===== src/rtl/ds5_pkg.sv =====
`timescale 1ns / 1ps

package ds5_pkg;

  localparam int MAX_COLUMNS_DEF   = 1024;
  localparam int MAX_ROWS_DEF      = 1024;
  localparam int SAMPLE_BITS_DEF   = 24;
  localparam int FAC_FRAC_BITS_DEF = 16;

  localparam int FAC_BITS       = 16;
  localparam int CFG_COL_BITS   = 11;
  localparam int CFG_ROW_BITS   = 11;
  localparam int CFG_DATA_BITS  = 16;
  localparam int CFG_INDEX_BITS = 2;

  localparam logic [FAC_BITS-1:0]     FAC_RESET     = '0;
  localparam logic [CFG_COL_BITS-1:0] COLUMNS_RESET = 11'd1024;
  localparam logic [CFG_ROW_BITS-1:0] ROWS_RESET    = 11'd1024;

  // result buffer depth, covers the pipeline latency at full rate
  localparam int RESULT_DEPTH = 8;

  typedef enum logic [CFG_INDEX_BITS-1:0] {
    REG_FAC     = 2'd0,
    REG_COLUMNS = 2'd1,
    REG_ROWS    = 2'd2
  } cfg_reg_t;

endpackage


===== src/rtl/ds5_if.sv =====


interface ds5_out_if import ds5_pkg::*; #(
  parameter int SAMPLE_BITS = SAMPLE_BITS_DEF
) ();
  logic                          valid;
  logic                          ready;
  logic signed [SAMPLE_BITS-1:0] density_out;
  logic                          frame_done;

  modport source (output valid, output density_out, output frame_done, input ready);
  modport sink (input valid, input density_out, input frame_done, output ready);
endinterface


===== src/rtl/ds5_fifo.sv =====
`timescale 1ns / 1ps

module ds5_fifo import ds5_pkg::*; #(
  parameter int SAMPLE_BITS = SAMPLE_BITS_DEF,
  parameter int DEPTH       = RESULT_DEPTH
) (
  input  logic                 clk,
  input  logic                 rst,
  input  logic                 push,
  input  logic [SAMPLE_BITS:0] push_data,
  output logic                 pop,
  ds5_out_if.source            results
);

  localparam int PTR_BITS = $clog2(DEPTH);
  localparam int CNT_BITS = $clog2(DEPTH + 1);

  logic [SAMPLE_BITS:0]  entries [DEPTH];
  logic [PTR_BITS-1:0]   wr_ptr, rd_ptr;
  logic [CNT_BITS-1:0]   count, count_next;
  logic [SAMPLE_BITS:0]  head;

  // no full check: the producer holds a credit for every entry
  assign pop  = results.valid && results.ready;
  assign head = entries[rd_ptr];

  assign results.valid       = (count != '0);
  assign results.density_out = head[SAMPLE_BITS:1];
  assign results.frame_done  = head[0];

  always_comb begin
    count_next = count;
    if (push && !pop) begin
      count_next = count + 1'b1;
    end else if (!push && pop) begin
      count_next = count - 1'b1;
    end
  end

  always_ff @(posedge clk) begin
    if (push) begin
      entries[wr_ptr] <= push_data;
    end
  end

  always_ff @(posedge clk) begin
    if (rst) begin
      wr_ptr <= '0;
      rd_ptr <= '0;
      count  <= '0;
    end else begin
      count <= count_next;
      if (push) begin
        wr_ptr <= (32'(wr_ptr) == DEPTH - 1) ? '0 : wr_ptr + 1'b1;
      end
      if (pop) begin
        rd_ptr <= (32'(rd_ptr) == DEPTH - 1) ? '0 : rd_ptr + 1'b1;
      end
    end
  end

endmodule


===== src/flat_wrapper.sv =====
// flat-port wrapper written by rule: the top's interface ports become plain ports
module ds5_fifo_flat import ds5_pkg::*;
#(
  parameter int SAMPLE_BITS = SAMPLE_BITS_DEF,
  parameter int DEPTH       = RESULT_DEPTH
)
  (clk, rst, push, push_data, pop, results_valid, results_density_out, results_frame_done, results_ready);
  ds5_out_if #(.SAMPLE_BITS(SAMPLE_BITS)) results_i ();
  input  logic clk;
  input  logic rst;
  input  logic push;
  input  logic [SAMPLE_BITS:0] push_data;
  output logic pop;
  output wire logic [$bits(results_i.valid)-1:0] results_valid;
  output wire logic [$bits(results_i.density_out)-1:0] results_density_out;
  output wire logic [$bits(results_i.frame_done)-1:0] results_frame_done;
  input wire logic [$bits(results_i.ready)-1:0] results_ready;
  assign results_valid = results_i.valid;
  assign results_density_out = results_i.density_out;
  assign results_frame_done = results_i.frame_done;
  assign results_i.ready = results_ready;
  ds5_fifo #(.SAMPLE_BITS(SAMPLE_BITS), .DEPTH(DEPTH)) u_core (.clk(clk), .rst(rst), .push(push), .push_data(push_data), .pop(pop), .results(results_i));
endmodule

===== config.mk =====
export PLATFORM = sky130hd
export DESIGN_NAME = ds5_fifo_flat
export DESIGN_NICKNAME = d
export VERILOG_FILES = /design/src/rtl/ds5_pkg.sv /design/src/rtl/ds5_if.sv /design/src/rtl/ds5_fifo.sv /design/src/flat_wrapper.sv
export SDC_FILE = /design/constraint.sdc
export NUM_CORES = 1
export LEC_CHECK = 0
export ABC_AREA = 1
export BUFFER_PORTS_ARGS = -buffer_cell sky130_fd_sc_hd__buf_2
export CORE_MARGIN = 2
export CORE_UTILIZATION = 45
export CTS_CLUSTER_DIAMETER = 40
export DETAILED_ROUTE_END_ITERATION = 8
export PLACE_DENSITY = 0.69
export SYNTH_ARGS = -nofsm -noshare
export SYNTH_HDL_FRONTEND = slang
export SYNTH_SLANG_ARGS = --single-unit

===== constraint.sdc =====
create_clock -name clk -period 2.8 [get_ports clk]
set_input_delay 0 -clock clk [delete_from_list [all_inputs] [get_ports clk]]
set_output_delay 0 -clock clk [all_outputs]
set_load 0.03 [all_outputs]

# Word level (Yosys, flattened, before mapping)
# Memory sizes are Yosys's and may differ from the RTL's. A register that Yosys moved wholly into a read port is not among the register bits.
# Cells that the tools add are included.
# op_classes
add_sub_neg	4
mul	0
div_mod_pow	0
order_cmp	0
eq_ne	2
n_shift	0
muxes	8
n_bitwise	0
reduce_logical	7
# ops
operator	n
2-to-1 mux 3 bit	4
2-to-1 mux 4 bit	2
adder 3 x 1 -> 3 bit, second input constant	2
equality test 3 bit, second input constant	2
adder 4 x 1 -> 4 bit, second input constant	1
nonzero test 4 bit	1
subtractor 4 x 1 -> 4 bit, second input constant	1
logical AND 1 bit	3
zero test 1 bit	2
2-to-1 mux 1 bit	2
nonzero test 2 bit	1
# totals
reg_bits	10
latchBits	0
ramBits	200
mem_bits_ro	0
in_bits	29
out_inout_bits	27
n_memories	1
# mem_list
name	depth	word_bits	rd	rd_ports_with_merged_regs	write_ports	line	source
u_core.entries	8	25	1	1	1	ds5_fifo.sv:18	logic [SAMPLE_BITS:0] entries [DEPTH];

# Depth between registers and ports, before layout
# Gate-level depths: netlist of the first run.
# logic_depth
ltp_word	5
depth_mapped	13
depth_no_buf	13

# Worst setup path before layout of the first run
# No wires, ideal clock.
# synth_timing
path_type	register to register
startpoint	register u_core.wr_ptr[0]
endpoint	memory u_core.entries[0][0] in the netlist's numbering, enable pin
setup_time_ps	407
arrival_time_ps	1724
t_required_ps	2393
path_slack_ps	670
path_stages_with_launch	3
path_buffers	0
period_less_slack_ps	2130
cell_sequence	dfxtp_1 -> or2_2 -> nor2_1
# synth_rtl
item	line	source
start, declared	ds5_fifo.sv:19	logic [PTR_BITS-1:0] wr_ptr, rd_ptr;
start signal, assigned	ds5_fifo.sv:54	wr_ptr <= (32'(wr_ptr) == DEPTH - 1) ? '0 : wr_ptr + 1'b1;
end, declared	ds5_fifo.sv:18	
# Straight into the memory's write port.

==> flow_metrics.env, run 1 <==
export IMPL_die_h_um=143
export IMPL_yosys_area_share_adder=0.0125
export IMPL_grt_start_max_net_pins=57
export IMPL_syn_avg_cell_area_um2=11.5
export IMPL_port_buffers=55
export IMPL_first_pass_iters=4
export IMPL_place_congestion=0.741
export IMPL_postRouteAntennaNets=0
export IMPL_initial_utilization=0.460
export IMPL_cts_sinks=213
export IMPL_worstSetupEndpointType="primary output"
export IMPL_slew_viol_final=0
export IMPL_die_width_um=143
export IMPL_synth_compound_area_frac=0.0660
export IMPL_std_cell_rows=50
export IMPL_core_um2=18800
export IMPL_worstPathRequired_ps=2800
export IMPL_critPathKind="register to primary output"
export IMPL_fmax_mhz=444
export IMPL_ys_ff_latch=213
export IMPL_grtUsageTotal=0.180
export IMPL_drt_initial_drc_count=292
export IMPL_finClkSkew_ps=17.2
export IMPL_synth_cell_types=22
export IMPL_yosysWarnings=0
export IMPL_cts_buffers=27
export IMPL_synth_xor_area_frac=0.00101
export IMPL_r2r_start="u_core.count[0]$_SDFFE_PP0P_"
export IMPL_fin_nets=884
export IMPL_regArea_um2=6270
export IMPL_cp_start_kind="register"
export IMPL_htreeDepth=1
export IMPL_hold_viol=0
export IMPL_synth_mux_area_frac=0
export IMPL_slew_headroom=0.531
export IMPL_clk_pin_slew_ps=50
export IMPL_antenna_found_initial=0
export IMPL_grt_pass1_vias=5296
export IMPL_wl_per_cell_um=16.4
export IMPL_pin_count=56
export IMPL_synth_top_area_cell="edfxtp_1"
export IMPL_clk_path_buf_depth=3
export IMPL_n_fill_cell=1515
export IMPL_remaining_drc_errors=0
export IMPL_syn_nets=790
export IMPL_setup_viol=0
export IMPL_synthDominantCellAreaShare=0.695
export IMPL_min_from="push_data[5]"
export IMPL_n_antenna_cell=0
export IMPL_placed_area_um2=9160
export IMPL_multiInputGateArea_um2=2090
export IMPL_via_count=5511
export IMPL_leakage_nw=3.98
export IMPL_synthesis_area_um2=8640
export IMPL_status="finished clean"
export IMPL_area_growth_syn_to_layout_pct=20.5
export IMPL_fin_crit_sh=0.804
export IMPL_setup_ws_ps=549
export IMPL_post_place_ws_ps=851
export IMPL_min_period_ps=2250
export IMPL_hold_class="input pin to register"
export IMPL_hpwl_um=9830
export IMPL_max_cap_viol_count=0
export IMPL_clk_latency_ps=530
export IMPL_grt_ovfl_total=0
export IMPL_cts_resized=0
export IMPL_worst_path_max_fanout=56
export IMPL_cts_tree="yes"
export IMPL_rsz0062_at_grt="no"
export IMPL_seq_area_frac_synth=0.725
export IMPL_yosys_top_cells_area="edfxtp_1 70%, nor2_1 9.6%, nand2_1 6.0%"
export IMPL_die_area_um2=20300
export IMPL_regToRegSetupSlack_ps=850
export IMPL_cts_hold_buf=29
export IMPL_grt_pass1_wl_um=28100
export IMPL_postCtsSetupRepairBufs=0
export IMPL_synth_top_family_by_area="simple AND/OR/NAND/NOR gates"
export IMPL_power_density_nw_per_um2=974
export IMPL_postSynthCellCount=753
export IMPL_drive_gt1_frac=0.153
export IMPL_worst_slew_pin_slew_ps=703
export IMPL_arrival_ps=2250
export IMPL_vdd_ir_drop_max_mv=0.768
export IMPL_viasPerCell=5.00
export IMPL_root_buffer="clkbuf_16"
export IMPL_yosys_area_share_simple=0.160
export IMPL_routed_wl_um=18000
export IMPL_tns_ps=0
export IMPL_postLayoutCellArea_um2=10400
per-layer routing:
metal  track usage  up-vias  routed length, um
met5             0        -                  0
met3        0.0326       34                714
met1         0.231     2604               8050
met4        0.0568        0                430
met2         0.312      118               8840
li1              -     2755                  -
critical path: stages, from the launching register on:
cell and delay [ps]:
dfxtp_4 490, inv_2 100, buf_4 450, o21ai_0 190, nand2_1 110, nand2_1 60, nand2_1 110, buf_2 200
area by class of cell:
type,count,share of cell area
multi-input combinational,488,0.200
sequential,213,0.602
clock buffer,31,0.0663
timing repair buffer,102,0.0709
tap,234,0.0281
clock inverter,19,0.0263
inverter,15,0.00541
power by group:
group | internal, mW | switching (mW)
registers | 3.63 | 0.118
logic | 0.814 | 1.95
clock network | 2.34 | 1.30
layout by cell type (no fill, tap or decap), drive strengths merged:
cell type    count
o21ai          108
nand2          139
clkbuf          31
bufinv           6
clkinv           6
clkinvlp         4
ha               7
dlygate4sd3     29
buf             73
fa               1
xor2             1
nand3            3
nor3             1
or2              2
a21oi            6
inv             18
nor2           220
dfxtp           13
edfxtp         200
path summary, 6_finish.rpt:
| kind | to | cells past startpoint |
|---|---|---|
| setup / recovery | results_density_out[8] | 7 |
| hold / removal | u_core.entries[3][5]$_DFFE_PP_ | 2 |
| setup reg to reg | u_core.count[3]$_SDFFE_PP0P_ | 11 |
| hold reg to reg | register | 2 |
Yosys cell counts, drive strengths merged:
cell type / number
nand2: 139
ha: 7
nand3: 3
dfxtp: 13
nor3: 1
o21ai: 108
clkbuf: 11
or2: 2
xor2: 1
fa: 1
inv: 15
edfxtp: 200
a21oi: 6
buf: 26
nor2: 220
state kept, by name, summed over array words and instances (netlist names), named ones only:
register and flops:
u_core.entries 200, u_core.rd_ptr 3, u_core.wr_ptr 3, u_core.count 4
cells by family after synthesis:
| family | Yosys count |
|---|---|
| flops | 213 |
| compound gates | 114 |
| buf+inv | 52 |
| simple gates | 365 |
| fa+ha+maj | 8 |
| xor+xnor | 1 |
stage by stage:
step / total power, mW / util / hold WS (ps) / cells
2_1_floorplan: 5.85 / - / 72.4 / 753
3_3_place_gp: 6.52 / 0.488 / 232 / 1023
3_5_place_dp: 6.56 / 0.488 / 235 / 1023
4_1_cts: 10.2 / 0.555 / 262 / 1102
5_1_grt: 10.7 / 0.555 / 284 / 1102
6_report: 10.1 / 0.555 / 274 / 1102
No activity file was read; power rests on OpenSTA's default activity.
==> inputs of run 2 (changes only) <==
==> constraint.sdc (replaced) <==
create_clock -name clk -period 2.35 [get_ports clk]
set_input_delay 0 -clock clk [delete_from_list [all_inputs] [get_ports clk]]
set_output_delay 0 -clock clk [all_outputs]
set_load 0.03 [all_outputs]
==> run 2 against run 1 <==
Compared with the run above: sequential cell count is the same; clock skew shrank 5.3 ps; non-clock buffer count is the same; critical path type unchanged; final cell count grew 0.27%; critical path depth rose by 1; count of clock-buffer cells in the layout shrank 1; hold slack improved by 12 ps; via count is 2.9% higher; critical endpoint is now results_density_out[22]; worst setup slack got worse by 380 ps; combinational power up 22%.
==> flow_metrics.env, run 2 (synthesis results as in run 1) <==
export IMPL_status="finished clean"
export IMPL_grt_pass1_vias=5681
export IMPL_cp_slowest_cell="dfxtp_4"
export IMPL_root_buffer="clkbuf_16"
export IMPL_hpwl_um=9600
export IMPL_top_regs="u_core.entries: 200 flops, u_core.count: 4 flops"
export IMPL_die_width_um=143
export IMPL_cts_tree="yes"
export IMPL_first_pass_iters=6
export IMPL_r2r_cells=11
export IMPL_drive_gt1_frac=0.160
export IMPL_grt_start_max_net_pins=83
export IMPL_die_area_um2=20300
export IMPL_placed_area_um2=9170
export IMPL_cts_buffers=28
export IMPL_hold_depth=2
export IMPL_post_place_ws_ps=406
export IMPL_slew_headroom=0.559
export IMPL_min_period_ps=2180
export IMPL_htreeDepth=1
export IMPL_viasPerCell=5.13
export IMPL_rsz0062_at_grt="no"
export IMPL_vdd_ir_drop_max_mv=0.673
export IMPL_worstSetupEndpointType="primary output"
export IMPL_grt_pass1_wl_um=28900
export IMPL_fmax_mhz=458
export IMPL_worst_slew_pin_slew_ps=661
export IMPL_slew_viol_final=0
export IMPL_power_density_nw_per_um2=1190
export IMPL_place_congestion=0.726
export IMPL_tns_ps=0
export IMPL_layout_common_cells="212 x nor2_1, 200 x edfxtp_1, 139 x nand2_1"
export IMPL_cp_slowest_stage_delay_ps=500
export IMPL_cts_resized=0
export IMPL_wl_per_cell_um=16.7
export IMPL_grtUsageTotal=0.183
export IMPL_clk_path_buf_depth=3
export IMPL_antenna_found_initial=1
export IMPL_via_count=5671
export IMPL_worstPathRequired_ps=2350
export IMPL_clk_latency_ps=520
export IMPL_path_cells="buf_12, nor2_1, nor2_1, o21ai_0, nand2_1, nand2_1, nand2_1, buf_2"
export IMPL_path_common_cell="nand2_1"
export IMPL_std_cell_rows=50
export IMPL_setup_viol=0
export IMPL_pin_count=56
export IMPL_die_h_um=143
export IMPL_postCtsSetupRepairBufs=0
export IMPL_cts_sinks=213
export IMPL_setup_ws_ps=169
export IMPL_area_growth_syn_to_layout_pct=21.7
export IMPL_postRouteAntennaNets=0
export IMPL_regMostFlops="u_core.entries"
export IMPL_routed_wl_um=18400
export IMPL_hold_viol=0
export IMPL_final_common_cell="nor2_1"
export IMPL_drt_initial_drc_count=463
export IMPL_max_cap_viol_count=0
export IMPL_finClkSkew_ps=11.9
export IMPL_critPathKind="register to primary output"
export IMPL_leakage_nw=4.03
export IMPL_core_um2=18800
export IMPL_remaining_drc_errors=0
export IMPL_grt_ovfl_total=0
export IMPL_initial_utilization=0.460
export IMPL_hold_class="input pin to register"
export IMPL_clk_pin_slew_ps=60
export IMPL_largest_register_ff_count=200
export IMPL_cp_start_kind="register"
export IMPL_port_buffers=55
export IMPL_fin_crit_sh=0.928
export IMPL_postLayoutCellArea_um2=10500
export IMPL_arrival_ps=2180
export IMPL_worst_path_max_fanout=82
export IMPL_fin_nets=885
## run 2: final cells by class
| class | instances | area, um2 |
|---|---|---|
| inverter | 15 | 56.3 |
| multi-input combinational | 488 | 2090 |
| clock inverter | 22 | 325 |
| fill | 1538 | 8250 |
| sequential | 213 | 6270 |
| antenna | 1 | 2.50 |
| clock buffer | 30 | 729 |
| timing repair buffer | 102 | 751 |
| tap | 234 | 293 |
## run 2: worst max-delay path, delay by kind of cell, from the launching register on
| family | cells | cell delay [ps] |
|---|---|---|
| AO/OA/AOI/OAI | 1 | 90 |
| buffers and inverters | 2 | 600 |
| flip-flops | 1 | 500 |
| AND/OR/NAND/NOR | 5 | 460 |
## run 2: final timing paths
check                                 from  slack [ps]                              end
max                               register         170          results_density_out[22]
max reg2reg   u_core.count[0]$_SDFFE_PP0P_         380     u_core.count[3]$_SDFFE_PP0P_
min reg2reg  u_core.rd_ptr[1]$_SDFFE_PP0P_         490                         register
min                          push_data[14]         290  u_core.entries[3][14]$_DFFE_PP_
## run 2: layer usage
layer / track usage / up-vias / routed length (um)
li1: - / 2758 / -
met1: 0.236 / 2716 / 7910
met2: 0.317 / 167 / 9150
met3: 0.0316 / 30 / 1010
met4: 0.0604 / 0 / 348
met5: 0 / - / 0
## run 2: power breakdown
group | switching [mW] | internal [mW]
sequential | 0.129 | 4.32
combinational | 2.36 | 1.00
clock | 1.62 | 3.05
total | 4.11 | 8.37
## run 2: metrics by stage
stage	instances	total power, mW	hold slack (ps)	util
floorplan	753	6.96	72.4	-
global placement	1023	7.80	217	0.488
detailed placement	1023	7.85	221	0.488
CTS	1104	12.6	273	0.560
global route	1105	13.1	295	0.560
finish	1105	12.5	285	0.560
## run 2: repair_timing
action                                  4_1_cts  5_1_grt
hold endpoints to repair                    213        0
hold buffers                                 29        0
endpoints found under the setup margin        0        0
